**config.mk**
```make
export PLATFORM = sky130hd
export DESIGN_NAME = xa_adpcm_sector_decoder_top
export DESIGN_NICKNAME = d
export VERILOG_FILES = /design/src/rtl/xad_pkg.sv /design/src/rtl/xa_adpcm_sector_decoder_top.sv /design/src/rtl/xad_ram.sv /design/src/rtl/xad_dec.sv
export SDC_FILE = /design/constraint.sdc
export NUM_CORES = 2
export LEC_CHECK = 0
export ABC_AREA = 1
export BUFFER_PORTS_ARGS = -buffer_cell sky130_fd_sc_hd__buf_2
export CORE_UTILIZATION = 58
export DETAILED_ROUTE_END_ITERATION = 8
export PLACE_DENSITY = 0.85
export SYNTH_ARGS = -nofsm -noshare
export SYNTH_HDL_FRONTEND = slang
export SYNTH_SLANG_ARGS = --single-unit
```
**constraint.sdc**
```tcl
create_clock -name i_clk -period 11.6 [get_ports i_clk]
set_input_delay 1.16 -clock i_clk [delete_from_list [all_inputs] [get_ports i_clk]]
set_output_delay 1.16 -clock i_clk [all_outputs]
set_load 0.03 [all_outputs]
```
**src/rtl/xad_pkg.sv**
```systemverilog
`timescale 1ns / 1ps
package xad_pkg;

    localparam int SECTOR_BYTES      = 2336;
    localparam int GROUPS_PER_SECTOR = 18;
    localparam int GROUP_BYTES       = 128;
    localparam int SUBHDR_BYTES      = 8;
    localparam int HDR_FIRST         = 4;    // sub-block headers at group offsets 4..11
    localparam int NUM_SUBBLOCKS     = 8;
    localparam int NIB_BASE          = 16;   // first sample byte inside a group
    localparam int SB_SAMPLES        = 28;
    localparam int GROUP_SAMPLES     = 224;
    localparam int SLOTS             = 4;    // samples per result word

    localparam int POS_W   = 12;
    localparam int OFF_W   = $clog2(GROUP_BYTES);
    localparam int GRP_W   = POS_W - OFF_W;
    localparam int SB_W    = $clog2(NUM_SUBBLOCKS);
    localparam int W_W     = $clog2(SB_SAMPLES);
    localparam int K_W     = $clog2(GROUP_SAMPLES);
    localparam int SLOT_W  = $clog2(SLOTS);
    localparam int HIST_W  = 32;
    localparam int COEF_W  = 8;
    localparam int PROD_W  = HIST_W + COEF_W;
    localparam int SUM_W   = PROD_W + 1;
    localparam int SMP_W   = 16;
    localparam int PRED_SH = 6;
    localparam int PRED_RND = 32;

    localparam logic signed [HIST_W-1:0] SMP_MAX = 32'sd32767;
    localparam logic signed [HIST_W-1:0] SMP_MIN = -32'sd32768;

    typedef enum logic [0:0] {
        CFG_MATCH_FILE    = 1'b0,
        CFG_MATCH_CHANNEL = 1'b1
    } t_cfg_idx;

    // Store writes and group commands from the sector parser to the decoder
    typedef struct packed {
        logic             we;
        logic [OFF_W-1:0] addr;
        logic [7:0]       data;
        logic             hdr_we;
        logic             start;
        logic             last_group;
        logic             stereo;
        logic             clear;
    } t_grp_wr;

    typedef struct packed {
        logic signed [SMP_W-1:0] sample_a;
        logic signed [SMP_W-1:0] sample_b;
        logic signed [SMP_W-1:0] sample_c;
        logic signed [SMP_W-1:0] sample_d;
        logic                    stereo_layout;
        logic                    group_last;
        logic                    sector_last;
    } t_result;

    function automatic logic signed [COEF_W-1:0] coef_pos(input logic [2:0] filt);
        logic signed [COEF_W-1:0] c;
        case (filt)
            3'd1:    c = 8'sd60;
            3'd2:    c = 8'sd115;
            3'd3:    c = 8'sd98;
            3'd4:    c = 8'sd122;
            default: c = 8'sd0;
        endcase
        return c;
    endfunction

    function automatic logic signed [COEF_W-1:0] coef_neg(input logic [2:0] filt);
        logic signed [COEF_W-1:0] c;
        case (filt)
            3'd2:    c = -8'sd52;
            3'd3:    c = -8'sd55;
            3'd4:    c = -8'sd60;
            default: c = 8'sd0;
        endcase
        return c;
    endfunction

endpackage

```
**src/rtl/xa_adpcm_sector_decoder_top.sv**
```systemverilog
`timescale 1ns / 1ps
// XA 4-bit ADPCM sector decoder. Feed a raw 2336-byte XA sector one word per
// byte, starting at the subheader, with sector_begin on its first byte. A
// sector is decoded only if its subheader file and channel equal the
// match_file and match_channel registers and its coding byte marks 4-bit
// audio; all other sectors are swallowed silently. Each 128-byte sound group
// is collected in a group store; its last byte starts the decoder, which
// produces 56 result words of four 16-bit samples (L,R,L,R in stereo, four
// consecutive samples in mono), flagging the last word of each group and of
// the eighteenth group. Bytes that do not close a group are taken as offered.
// After the byte that closes a decoded group, i_valid is not taken while the
// decoder loads both channels' predictor history from the history RAM, runs
// each of the 224 samples through a store read plus multiply step and then
// an accumulate, clamp and history update step (the next sample depending on
// this one's result), and writes the history back; a stalled result word
// adds its stall. Configuration is written through a plain write port and
// must be changed only while idle; the match is decided on the sector's
// fourth byte.
module xa_adpcm_sector_decoder_top (
    input  logic        i_clk,
    input  logic        i_rst_n,
    // byte input
    input  logic        i_valid,
    output logic        o_ready,
    input  logic [7:0]  i_sector_byte,
    input  logic        i_sector_begin,
    input  logic        i_clear_history,
    // result output
    output logic        o_valid,
    input  logic        i_ready,
    output logic signed [15:0] o_sample_a,
    output logic signed [15:0] o_sample_b,
    output logic signed [15:0] o_sample_c,
    output logic signed [15:0] o_sample_d,
    output logic        o_stereo_layout,
    output logic        o_group_last,
    output logic        o_sector_last,
    // configuration
    input  logic        i_cfg_we,
    input  logic [0:0]  i_cfg_index,
    input  logic [7:0]  i_cfg_data
);
    import xad_pkg::*;

    logic [7:0]       r_match_file, r_match_channel;
    logic [POS_W-1:0] r_pos;
    logic [7:0]       r_sub_file, r_sub_channel, r_coding;
    logic             r_taken;

    logic             w_acc;
    logic             w_idle;
    logic [POS_W-1:0] w_pos, w_rel;
    logic             w_taken;
    logic [GRP_W-1:0] w_grp;
    logic [OFF_W-1:0] w_off;
    logic             w_in_grp;
    t_grp_wr          w_gw;
    t_result          w_res;

    assign o_ready = w_idle;
    assign w_acc   = i_valid && w_idle;

    // sector_begin restarts the count before this byte is handled
    assign w_pos   = i_sector_begin ? '0 : r_pos;
    assign w_taken = i_sector_begin ? 1'b0 : r_taken;
    assign w_rel   = w_pos - POS_W'(SUBHDR_BYTES);
    assign w_grp   = w_rel[POS_W-1:OFF_W];
    assign w_off   = w_rel[OFF_W-1:0];

    assign w_in_grp = (w_pos >= POS_W'(SUBHDR_BYTES)) && (w_pos < POS_W'(SECTOR_BYTES))
                   && w_taken && (w_grp < GRP_W'(GROUPS_PER_SECTOR));

    always_comb begin
        w_gw.we         = w_acc && w_in_grp;
        w_gw.addr       = w_off;
        w_gw.data       = i_sector_byte;
        w_gw.hdr_we     = w_gw.we && (w_off >= OFF_W'(HDR_FIRST))
                       && (w_off < OFF_W'(HDR_FIRST + NUM_SUBBLOCKS));
        w_gw.start      = w_gw.we && (w_off == OFF_W'(GROUP_BYTES - 1));
        w_gw.last_group = (w_grp == GRP_W'(GROUPS_PER_SECTOR - 1));
        w_gw.stereo     = r_coding[0];
        w_gw.clear      = w_acc && i_clear_history;
    end

    always_ff @(posedge i_clk) begin
        if (!i_rst_n) begin
            r_match_file    <= '0;
            r_match_channel <= '0;
            r_pos           <= '0;
            r_sub_file      <= '0;
            r_sub_channel   <= '0;
            r_coding        <= '0;
            r_taken         <= 1'b0;
        end else begin
            if (i_cfg_we) begin
                unique case (i_cfg_index)
                    CFG_MATCH_FILE:    r_match_file    <= i_cfg_data;
                    CFG_MATCH_CHANNEL: r_match_channel <= i_cfg_data;
                    default: ;
                endcase
            end
            if (w_acc) begin
                r_taken <= w_taken;
                // hold the count once a sector runs past its length
                if (w_pos < POS_W'(SECTOR_BYTES)) begin
                    r_pos <= w_pos + 1'b1;
                    case (w_pos)
                        POS_W'(0): begin
                            r_sub_file <= i_sector_byte;
                            r_taken    <= 1'b0;
                        end
                        POS_W'(1): r_sub_channel <= i_sector_byte;
                        POS_W'(3): begin
                            r_coding <= i_sector_byte;
                            r_taken  <= (r_sub_file == r_match_file)
                                     && (r_sub_channel == r_match_channel)
                                     && !i_sector_byte[4];
                        end
                        default: ;
                    endcase
                end else begin
                    r_pos <= w_pos;
                end
            end
        end
    end

    xad_dec u_dec (
        .i_clk       (i_clk),
        .i_rst_n     (i_rst_n),
        .i_grp       (w_gw),
        .o_idle      (w_idle),
        .o_res_valid (o_valid),
        .i_res_ready (i_ready),
        .o_res       (w_res)
    );

    assign o_sample_a      = w_res.sample_a;
    assign o_sample_b      = w_res.sample_b;
    assign o_sample_c      = w_res.sample_c;
    assign o_sample_d      = w_res.sample_d;
    assign o_stereo_layout = w_res.stereo_layout;
    assign o_group_last    = w_res.group_last;
    assign o_sector_last   = w_res.sector_last;
endmodule

```
**src/rtl/xad_ram.sv**
```systemverilog
`timescale 1ns / 1ps
module xad_ram #(
    parameter int WIDTH = 8,
    parameter int DEPTH = 128
) (
    input  logic                     i_clk,
    input  logic                     i_we,
    input  logic [$clog2(DEPTH)-1:0] i_waddr,
    input  logic [WIDTH-1:0]         i_wdata,
    input  logic [$clog2(DEPTH)-1:0] i_raddr,
    output logic [WIDTH-1:0]         o_rdata
);
    logic [WIDTH-1:0] mem [DEPTH];
    logic [WIDTH-1:0] r_rdata;

    always_ff @(posedge i_clk) begin
        if (i_we) begin
            mem[i_waddr] <= i_wdata;
        end
        r_rdata <= mem[i_raddr];
    end

    assign o_rdata = r_rdata;
endmodule

```
**src/rtl/xad_dec.sv**
```systemverilog
`timescale 1ns / 1ps
module xad_dec (
    input  logic             i_clk,
    input  logic             i_rst_n,
    input  xad_pkg::t_grp_wr i_grp,
    output logic             o_idle,
    output logic             o_res_valid,
    input  logic             i_res_ready,
    output xad_pkg::t_result o_res
);
    import xad_pkg::*;

    typedef enum logic [7:0] {
        ST_IDLE = 8'b0000_0001,
        ST_LD0  = 8'b0000_0010,
        ST_LD1  = 8'b0000_0100,
        ST_LD2  = 8'b0000_1000,
        ST_MUL  = 8'b0001_0000,
        ST_ADD  = 8'b0010_0000,
        ST_WB0  = 8'b0100_0000,
        ST_WB1  = 8'b1000_0000
    } t_state;

    t_state r_state, n_state;

    logic [SB_W-1:0]  r_sb, n_sb;
    logic [W_W-1:0]   r_w, n_w;
    logic [K_W-1:0]   r_k;
    logic             r_stereo;
    logic             r_last_grp;
    logic [1:0]       r_hv;
    logic [7:0]       r_hdr [NUM_SUBBLOCKS];
    logic signed [HIST_W-1:0] r_hl0, r_hl1, r_hr0, r_hr1;
    logic signed [PROD_W-1:0] r_p0, r_p1;
    logic signed [SMP_W-1:0]  r_base;
    logic signed [SMP_W-1:0]  r_s0, r_s1, r_s2;
    logic             r_o_valid;
    t_result          r_o;

    logic [OFF_W-1:0] w_st_raddr;
    logic [7:0]       w_st_rdata;
    logic             w_hist_we;
    logic             w_hist_waddr;
    logic             w_hist_raddr;
    logic [2*HIST_W-1:0] w_hist_wdata, w_hist_rdata;
    logic signed [HIST_W-1:0] w_hrd0, w_hrd1;

    logic [7:0]       w_hdr;
    logic [3:0]       w_nib;
    logic             w_ch;
    logic signed [HIST_W-1:0] w_h0, w_h1;
    logic signed [SMP_W-1:0]  w_nib16;
    logic signed [SUM_W-1:0]  w_psum, w_tot;
    logic signed [HIST_W-1:0] w_s;
    logic signed [SMP_W-1:0]  w_clamp;
    logic [SLOT_W-1:0] w_slot;
    logic             w_stall, w_commit, w_k_last;
    logic [SB_W-1:0]  w_hidx;

    // group store: written from the byte stream, read one sample byte per sample
    xad_ram #(.WIDTH(8), .DEPTH(GROUP_BYTES)) u_store (
        .i_clk   (i_clk),
        .i_we    (i_grp.we),
        .i_waddr (i_grp.addr),
        .i_wdata (i_grp.data),
        .i_raddr (w_st_raddr),
        .o_rdata (w_st_rdata)
    );

    // predictor history: one entry per channel, {newer, older}
    xad_ram #(.WIDTH(2*HIST_W), .DEPTH(2)) u_hist (
        .i_clk   (i_clk),
        .i_we    (w_hist_we),
        .i_waddr (w_hist_waddr),
        .i_wdata (w_hist_wdata),
        .i_raddr (w_hist_raddr),
        .o_rdata (w_hist_rdata)
    );

    assign w_hidx = SB_W'(i_grp.addr - OFF_W'(HDR_FIRST));

    assign w_slot   = r_k[SLOT_W-1:0];
    assign w_k_last = (r_k == K_W'(GROUP_SAMPLES - 1));
    assign w_stall  = (w_slot == SLOT_W'(SLOTS - 1)) && r_o_valid && !i_res_ready;
    assign w_commit = (r_state == ST_ADD) && !w_stall;

    // sample counters; the store address follows the next value
    always_comb begin
        n_sb = r_sb;
        n_w  = r_w;
        if (r_state == ST_IDLE && i_grp.start) begin
            n_sb = '0;
            n_w  = '0;
        end else if (w_commit) begin
            if (r_stereo) begin
                if (!r_sb[0]) begin
                    n_sb[0] = 1'b1;
                end else begin
                    n_sb[0] = 1'b0;
                    if (r_w == W_W'(SB_SAMPLES - 1)) begin
                        n_w = '0;
                        n_sb[SB_W-1:1] = r_sb[SB_W-1:1] + 1'b1;
                    end else begin
                        n_w = r_w + 1'b1;
                    end
                end
            end else begin
                if (r_w == W_W'(SB_SAMPLES - 1)) begin
                    n_w  = '0;
                    n_sb = r_sb + 1'b1;
                end else begin
                    n_w = r_w + 1'b1;
                end
            end
        end
    end

    assign w_st_raddr = OFF_W'(NIB_BASE) + {n_w, n_sb[SB_W-1:1]};

    assign w_hist_raddr = (r_state == ST_LD1);
    assign w_hist_we    = (r_state == ST_WB0) || (r_state == ST_WB1);
    assign w_hist_waddr = (r_state == ST_WB1);
    assign w_hist_wdata = (r_state == ST_WB1) ? {r_hr0, r_hr1} : {r_hl0, r_hl1};
    assign w_hrd0 = w_hist_rdata[2*HIST_W-1:HIST_W];
    assign w_hrd1 = w_hist_rdata[HIST_W-1:0];

    assign w_hdr   = r_hdr[r_sb];
    assign w_nib   = r_sb[0] ? w_st_rdata[7:4] : w_st_rdata[3:0];
    assign w_ch    = r_stereo & r_sb[0];
    assign w_h0    = w_ch ? r_hr0 : r_hl0;
    assign w_h1    = w_ch ? r_hr1 : r_hl1;
    assign w_nib16 = {w_nib, 12'd0};

    assign w_psum = SUM_W'(r_p0) + SUM_W'(r_p1) + SUM_W'(PRED_RND);
    assign w_tot  = (w_psum >>> PRED_SH) + SUM_W'(r_base);
    assign w_s    = w_tot[HIST_W-1:0];

    always_comb begin
        if (w_s > SMP_MAX) begin
            w_clamp = SMP_MAX[SMP_W-1:0];
        end else if (w_s < SMP_MIN) begin
            w_clamp = SMP_MIN[SMP_W-1:0];
        end else begin
            w_clamp = w_s[SMP_W-1:0];
        end
    end

    always_comb begin
        n_state = r_state;
        unique case (r_state)
            ST_IDLE: if (i_grp.start) n_state = ST_LD0;
            ST_LD0:  n_state = ST_LD1;
            ST_LD1:  n_state = ST_LD2;
            ST_LD2:  n_state = ST_MUL;
            ST_MUL:  n_state = ST_ADD;
            ST_ADD: begin
                if (w_commit) n_state = w_k_last ? ST_WB0 : ST_MUL;
            end
            ST_WB0:  n_state = ST_WB1;
            ST_WB1:  n_state = ST_IDLE;
            default: n_state = ST_IDLE;
        endcase
    end

    always_ff @(posedge i_clk) begin
        if (!i_rst_n) begin
            r_state   <= ST_IDLE;
            r_hv      <= '0;
            r_o_valid <= 1'b0;
        end else begin
            r_state <= n_state;
            if (i_grp.clear) begin
                r_hv <= '0;
            end else if (r_state == ST_WB0) begin
                r_hv[0] <= 1'b1;
            end else if (r_state == ST_WB1) begin
                r_hv[1] <= 1'b1;
            end
            if (w_commit && w_slot == SLOT_W'(SLOTS - 1)) begin
                r_o_valid <= 1'b1;
            end else if (i_res_ready) begin
                r_o_valid <= 1'b0;
            end
        end
    end

    always_ff @(posedge i_clk) begin
        r_sb <= n_sb;
        r_w  <= n_w;
        if (i_grp.hdr_we) begin
            r_hdr[w_hidx] <= i_grp.data;
        end
        if (r_state == ST_IDLE && i_grp.start) begin
            r_k        <= '0;
            r_stereo   <= i_grp.stereo;
            r_last_grp <= i_grp.last_group;
        end
        // load history; an entry cleared since its last write reads as zero
        if (r_state == ST_LD1) begin
            r_hl0 <= r_hv[0] ? w_hrd0 : '0;
            r_hl1 <= r_hv[0] ? w_hrd1 : '0;
        end
        if (r_state == ST_LD2) begin
            r_hr0 <= r_hv[1] ? w_hrd0 : '0;
            r_hr1 <= r_hv[1] ? w_hrd1 : '0;
        end
        if (r_state == ST_MUL) begin
            r_p0   <= w_h0 * coef_pos(w_hdr[6:4]);
            r_p1   <= w_h1 * coef_neg(w_hdr[6:4]);
            r_base <= w_nib16 >>> w_hdr[3:0];
        end
        if (w_commit) begin
            r_k <= r_k + 1'b1;
            if (w_ch) begin
                r_hr1 <= r_hr0;
                r_hr0 <= w_s;
            end else begin
                r_hl1 <= r_hl0;
                r_hl0 <= w_s;
            end
            case (w_slot)
                2'd0: r_s0 <= w_clamp;
                2'd1: r_s1 <= w_clamp;
                2'd2: r_s2 <= w_clamp;
                default: begin
                    r_o.sample_a      <= r_s0;
                    r_o.sample_b      <= r_s1;
                    r_o.sample_c      <= r_s2;
                    r_o.sample_d      <= w_clamp;
                    r_o.stereo_layout <= r_stereo;
                    r_o.group_last    <= w_k_last;
                    r_o.sector_last   <= w_k_last && r_last_grp;
                end
            endcase
        end
    end

    assign o_idle      = (r_state == ST_IDLE);
    assign o_res_valid = r_o_valid;
    assign o_res       = r_o;

    a_start_idle: assert property (@(posedge i_clk) disable iff (!i_rst_n)
        i_grp.start |-> r_state == ST_IDLE)
        else $error("group start while decoder busy");

    a_clear_idle: assert property (@(posedge i_clk) disable iff (!i_rst_n)
        i_grp.clear |-> r_state == ST_IDLE)
        else $error("history clear while decoder busy");

    a_word_src: assert property (@(posedge i_clk) disable iff (!i_rst_n)
        $rose(r_o_valid) |-> $past(r_state) == ST_ADD)
        else $error("result word raised outside sample commit");

    a_sector_last: assert property (@(posedge i_clk) disable iff (!i_rst_n)
        r_o_valid && r_o.sector_last |-> r_o.group_last)
        else $error("sector end flagged off a group end");

    a_hist_valid: assert property (@(posedge i_clk) disable iff (!i_rst_n)
        r_state == ST_WB1 |=> r_hv == 2'b11)
        else $error("history write-back left an entry invalid");
endmodule

```
-- Word level (Yosys, flattened, before mapping)
Memories as Yosys holds them, arrays and structs flattened. A register that Yosys moved wholly into a read port is not among the register bits.
Index checks and enable logic that the tools add are counted.
- flip-flop bits (word level): 410
- logic and storage cells: 185
- output and inout port bits: 69
- RAM bits: 1216
- memories kept: 3
- memory list (memory ; depth ; width ; read ports ; clocked after Yosys merged registers in ; write ports ; RTL line ; text):
    u_dec.u_store.mem ; 128 ; 8 ; 1 ; 1 ; 1 ; xad_ram.sv:13 ; logic [WIDTH-1:0] mem [DEPTH];
    u_dec.u_hist.mem ; 2 ; 64 ; 1 ; 1 ; 1 ; xad_ram.sv:13 ;
    u_dec.r_hdr ; 8 ; 8 ; 1 ; 0 ; 1 ; xad_dec.sv:32 ; logic [7:0] r_hdr [NUM_SUBBLOCKS];
- shift-type cells: 1
- bitwise operators: 5
- add/subtract/negate cells: 11
- mux-type cells: 57
- reductions and logical operators: 40
- multipliers: 2
- equal/unequal tests: 25
- magnitude comparators: 7
- operator list (operator ; count):
    32-bit two-way mux ; 18
    32-bit by 8-bit multiplier with 38-bit output ; 2
    64-bit two-way mux ; 1
    8-bit case mux with 7 select lines ; 1
    8-bit two-way mux ; 6
    38-bit adder ; 1
    38-bit by 7-bit adder with 38-bit output, second input constant ; 1
    32-bit by 16-bit adder with 32-bit output ; 1
    32-bit by 16-bit greater-than comparator with 1-bit output, second input constant ; 1
    32-bit by 16-bit less-than comparator with 1-bit output, second input constant ; 1
    16-bit two-way mux ; 2
    7-bit case mux with 4 select lines ; 1
    5-bit two-way mux ; 5
    12-bit two-way mux ; 2
    8-bit case mux with 3 select lines ; 1
    2-bit AND reduction ; 9
    1-bit logical AND ; 17
    8-bit == test ; 2
    8-bit == test, second input constant ; 2
    16-bit by 4-bit >>> shifter with 16-bit output ; 1
    12-bit by 1-bit adder with 12-bit output, second input constant ; 1
    12-bit by 1-bit == test with 1-bit output, second input constant ; 1
    12-bit by 2-bit == test with 1-bit output, second input constant ; 1
    12-bit by 4-bit >= comparator with 1-bit output, second input constant ; 1
    42 further kinds ; 69

-- Longest topological paths before layout
- depth in word-level cells: 10
- depth in mapped cells: 42

-- By module
A second synthesis with hierarchy kept.
- cells, all modules: 8793
- area total of the unflattened synthesis: 86367.8 sq um
- by module, submodules not included (module ; area each (sq um) ; instances ; sequential area each (sq um) ; cells each):
    xad_ram (u_dec.u_store) ; 42104.1 ; 1 ; 30909.6 ; 3575
    xad_dec ; 35696.7 ; 1 ; 11140.7 ; 4429
    xad_ram (u_dec.u_hist) ; 5984.5 ; 1 ; 5124.9 ; 402
    xa_adpcm_sector_decoder_top ; 2582.5 ; 1 ; 920.9 ; 387

-- Worst setup path before layout
No wires, ideal clock.
- path kind: reg-to-reg
- start: register u_dec.r_state[2]
- end: register u_dec.r_state[0]
- slack: 833 ps
- buffers on the path: 0
- required time: 11472 ps
- period minus slack after synthesis: 10767 ps
- arrival: 10640 ps
- library setup time: 128 ps
- cell stages (with the launch flop): 7
- cells stage by stage: dfxtp_1 > nor2_1 > nand3_1 > nor4_1 > o41ai_1 > o21ai_0 > nand2_1
- longest elaborated chain between the ends: 6
- ends and longest elaborated chain (what ; RTL line ; text):
    start, declared ; xad_dec.sv:24 ; t_state r_state, n_state;
    start signal, assigned ; xad_dec.sv:171 ; r_state <= n_state;
    8-bit by 1-bit == test with 1-bit output ; xad_dec.sv:150, xad_dec.sv:238 ;
    1-bit logical AND ; xa_adpcm_sector_decoder_top.sv:61 ; assign w_acc = i_valid && w_idle;
    1-bit logical AND ; xa_adpcm_sector_decoder_top.sv:74 ; w_gw.we = w_acc && w_in_grp;
    1-bit logical AND ; xa_adpcm_sector_decoder_top.sv:79 ; w_gw.start = w_gw.we && (w_off == OFF_W'(GROUP_BYTES - 1));
    2-bit by 1-bit inequality test with 1-bit output (no line) ; n/a ;
    2-bit AND reduction (no line) ; n/a ;
Parallel ways exist; a longest one is shown, timed or not.
A chain may end at the register's enable or synchronous reset.

-- Final worst setup path
- start: register u_dec.r_sb[0]
- end: register u_dec.r_p0[22] (data pin)
- longest elaborated chain between the ends: 5
- ends and longest elaborated chain (what ; RTL line ; text):
    start, declared ; xad_dec.sv:26 ; logic [SB_W-1:0] r_sb, n_sb;
    start signal, assigned ; xad_dec.sv:188 ; r_sb <= n_sb;
    memory 8 x 8 bit ; n/a ;
    3-bit == test (tied with other cells) ; xad_pkg.sv:62 ; case (filt)
    7-bit case mux with 4 select lines ; xad_pkg.sv:62 ;
    8-bit two-way mux ; xad_dec.sv:207 ; if (r_state == ST_MUL) begin
    32-bit by 8-bit multiplier with 38-bit output * ; xad_dec.sv:208 ; r_p0 <= w_h0 * coef_pos(w_hdr[6:4]);
    end signal, assigned ; xad_dec.sv:208 ;
    end, declared ; xad_dec.sv:34 ; logic signed [PROD_W-1:0] r_p0, r_p1;
Mark *: on every way between the ends. The rest lies on a longest branch, timed or not. The select of a mux whose other input is x is not followed.

==> reports/qor.yml <==
status: "completed"
wl_met2_um: 110000
synthFlopType: "edfxtp_1"
grt_util_all_layers_pct: 29.6
postCtsHoldBufs: 0
synth_async_sr_flop_share_pct: 0
hp-start: "u_dec.u_hist.mem[1][52]"
fillCellCount: 11300
rsz0062_at_grt: "no"
pwr-share-comb_pct: 1.0
layout_common_cells: "1,653 x nand2_1, 1,425 x edfxtp_1, 1,406 x inv_1"
cts_root_buf: "clkbuf_16"
cts_setup_buffers: 0
totalWireLength_um: 232000
grt_max_degree: 215
die-area_um2: 155000
path_common_cell: "nand2_1"
cp_slowest_stage_delay_ns: 1.11
vias: 66500
start_util_pct: 58.5
grt-ovfl-total: 0
die_h_um: 394
syn-cell-area_um2: 89100
dp_cells: 11000
gp_congestion: 0.960
grt_pass1_wl_um: 360000
cp-end-kind: "register"
worstSkewPairLatency_ns: 0.82
synthTopCellsByArea: "edfxtp_1 48%, nand2_1 7.0%, nand3_1 6.4%"
register_area_um2: 48100
cts_tree: "built"
clkSlewWorstSetupHoldPaths_ns: 0.07
synth-edff-count: 1425
power_w: 0.0120
io_buffer_count: 92
hold_viol: 0
wl_met1_um: 83000
ios: 93
p_clk_share_pct: 44.4
cts-buffers-inserted: 168
crit_slowest_cell: "dfxtp_1"
routed_via_density: 5.89
dr.first_iter.drc_count: 7786
top_layer_used: "met5"
finalCriticalPeriod_ns: 9.95
fin_cells: 11300
maxSlewViolCount: 0
wl_per_cell_um: 20.6
drive_gt1_share_pct: 4.94
post_cts_resize_count: 0
core-area_um2: 152000
setup_viol: 0
synth_top_area_share_pct: 48.0
ir_worst_vdd_uv: 161
syn2layout_area_growth_pct: 7.90
p_int_w: 0.00954
whs_path_depth: 2
row_count: 143
cp-start-kind: "register"
pwr-share-seq_pct: 54.6
r2r_end: "u_dec.r_p0[22]"
ant_nets: 0
worstReg2RegStart: "u_dec.r_sb[0]"
cap_violations: 0
worstSetupPathType: "register to register"
firstDrtPassIters: 8
multiInputGateArea_um2: 33700
powerDensity_nw_per_um2: 125
yosysTopAreaCell: "edfxtp_1"
layout_commonest_cell: "nand2_1"
cp_max_fo: 36
r2r_cells: 33
p_leak_nw: 41.2
rrSetupSlack_ns: 1.65
die_x_um: 394
slew_headroom_pct: 15.9
synth_seq_area_share_pct: 54.0
critPathArrivalTime_ns: 10.45
antenna_found_initial: 4
layout.nets: 9732
dp_hpwl_um: 147000
worst_pin_slew_ns: 1.26
fmax_mhz: 101
syn_nets: 9837
period_share_pct: 85.8
synth_cell_types: 59
syn_inst: 9225
setup-tns-final_ns: 0
synth.ff_latch_count: 1690
fin_skew_ns: 0.0810
avgSynthCellArea_um2: 9.66
yosys_warnings: 0
drc: 0
hp-class: "register to register"
grt_pass1_vias: 65500
power.switching_w: 0.00248
clock_sinks: 1690
min_to: "u_dec.u_hist.o_rdata[52]"
clock_path_buffers: 3
worst_ep_required_time_ns: 12.10
dr_wl_met3_um: 22000
htreeDepth: 4
swShare_pct: 20.6
==> cells by family (layout without fill, tap and decap cells) <==
kind of cell,count (synthesis),after routing,synth area share (%)
adders and majority gates,588,588,10.4
xor gates and xnor gates,148,148,1.46
other,0,1,0
buffers and inverters,1861,1896,8.29
and+or+nand+nor,4043,4043,20.3
DFF,1690,1690,54.0
AOI/OAI and AO/OA,894,894,5.55
muxes,1,1,0.0112
==> metrics by stage <==
stage	util, %	area, µm²	setup WS, ns	hold slack [ns]
final	63.1	96100	1.65	0.402
after global routing	63.1	96100	0.865	0.422
after CTS	63.1	96100	1.95	0.415
after detailed placement	59.6	90700	1.99	0.405
after global placement	59.6	90700	2.32	0.401
after floorplan	-	89100	0.833	0.400
==> registers in the layout, summed over array words and instances, names as in the netlist, 38 cells and up <==
| register | count |
|---|---|
| u_dec.r_p1 | 38 |
| u_dec.u_store.mem | 1024 |
| u_dec.r_hdr | 56 |
| u_dec.u_hist.mem | 128 |
| u_dec.r_p0 | 38 |
| u_dec.o_res | 67 |
| u_dec.u_hist.o_rdata | 64 |
==> power groups by stage <==
stage | combinational [W] | sequential [W] | clock, W
after floorplan | 0.0000259 | 0.00669 | 0
after global placement | 0.000110 | 0.00669 | 0
after detailed placement | 0.000113 | 0.00669 | 0
after CTS | 0.000113 | 0.00656 | 0.00536
after global routing | 0.000122 | 0.00656 | 0.00560
final | 0.000115 | 0.00656 | 0.00534
==> cells in the mapped netlist (all sizes together) (14+ instances only) <==
cell type / n
o211ai: 35
inv: 1422
nand3b: 326
dfxtp: 265
a31oi: 24
buf: 254
nand2: 1665
clkbuf: 181
nand4: 28
fa: 255
nand3: 1145
o22ai: 15
a21o: 19
o21ai: 486
o21a: 44
nor2: 822
nor3: 23
a21oi: 217
o21bai: 14
xor2: 91
xnor2: 57
ha: 333
nor4: 19
edfxtp: 1425
==> final cells by class <==
class,count,area share (%)
clock buffer,214,4.67
tap,2030,2.64
multi-input combinational,5674,35.1
sequential,1690,50.0
clock inverter,96,0.941
inverter,1426,5.58
timing repair buffer,160,1.06
antenna,1,0.00260
==> critical path: cells and delay by family (launching register included) <==
kind | cells | cell delay [ns]
compound gates | 10 | 2.59
buf+inv | 8 | 2.22
fa+ha+maj | 5 | 1.92
simple gates | 9 | 1.59
flops | 1 | 1.11
xor+xnor | 1 | 0.15
==> worst max path at each step <==
stage | from | endpoint | slack [ns]
5_1_grt | u_dec.r_sb[0] | u_dec.r_p0[28] | 0.86
2_1_floorplan | u_dec.r_state[2] | u_dec.r_state[0] | 0.83
6_report | u_dec.r_sb[0] | u_dec.r_p0[22] | 1.65
3_3_place_gp | u_dec.r_sb[0] | u_dec.r_p0[22] | 2.32
4_1_cts | u_dec.r_sb[0] | u_dec.r_p0[22] | 1.95
3_5_place_dp | u_dec.r_sb[0] | u_dec.r_p0[28] | 1.99
==> metal layers <==
layer	GRT usage (%)	vias up
li1	-	30300
met1	35.9	31300
met2	48.8	3981
met5	0	-
met4	19.8	4
met3	5.22	870
Note: power is estimated with default switching activity, not from simulation.
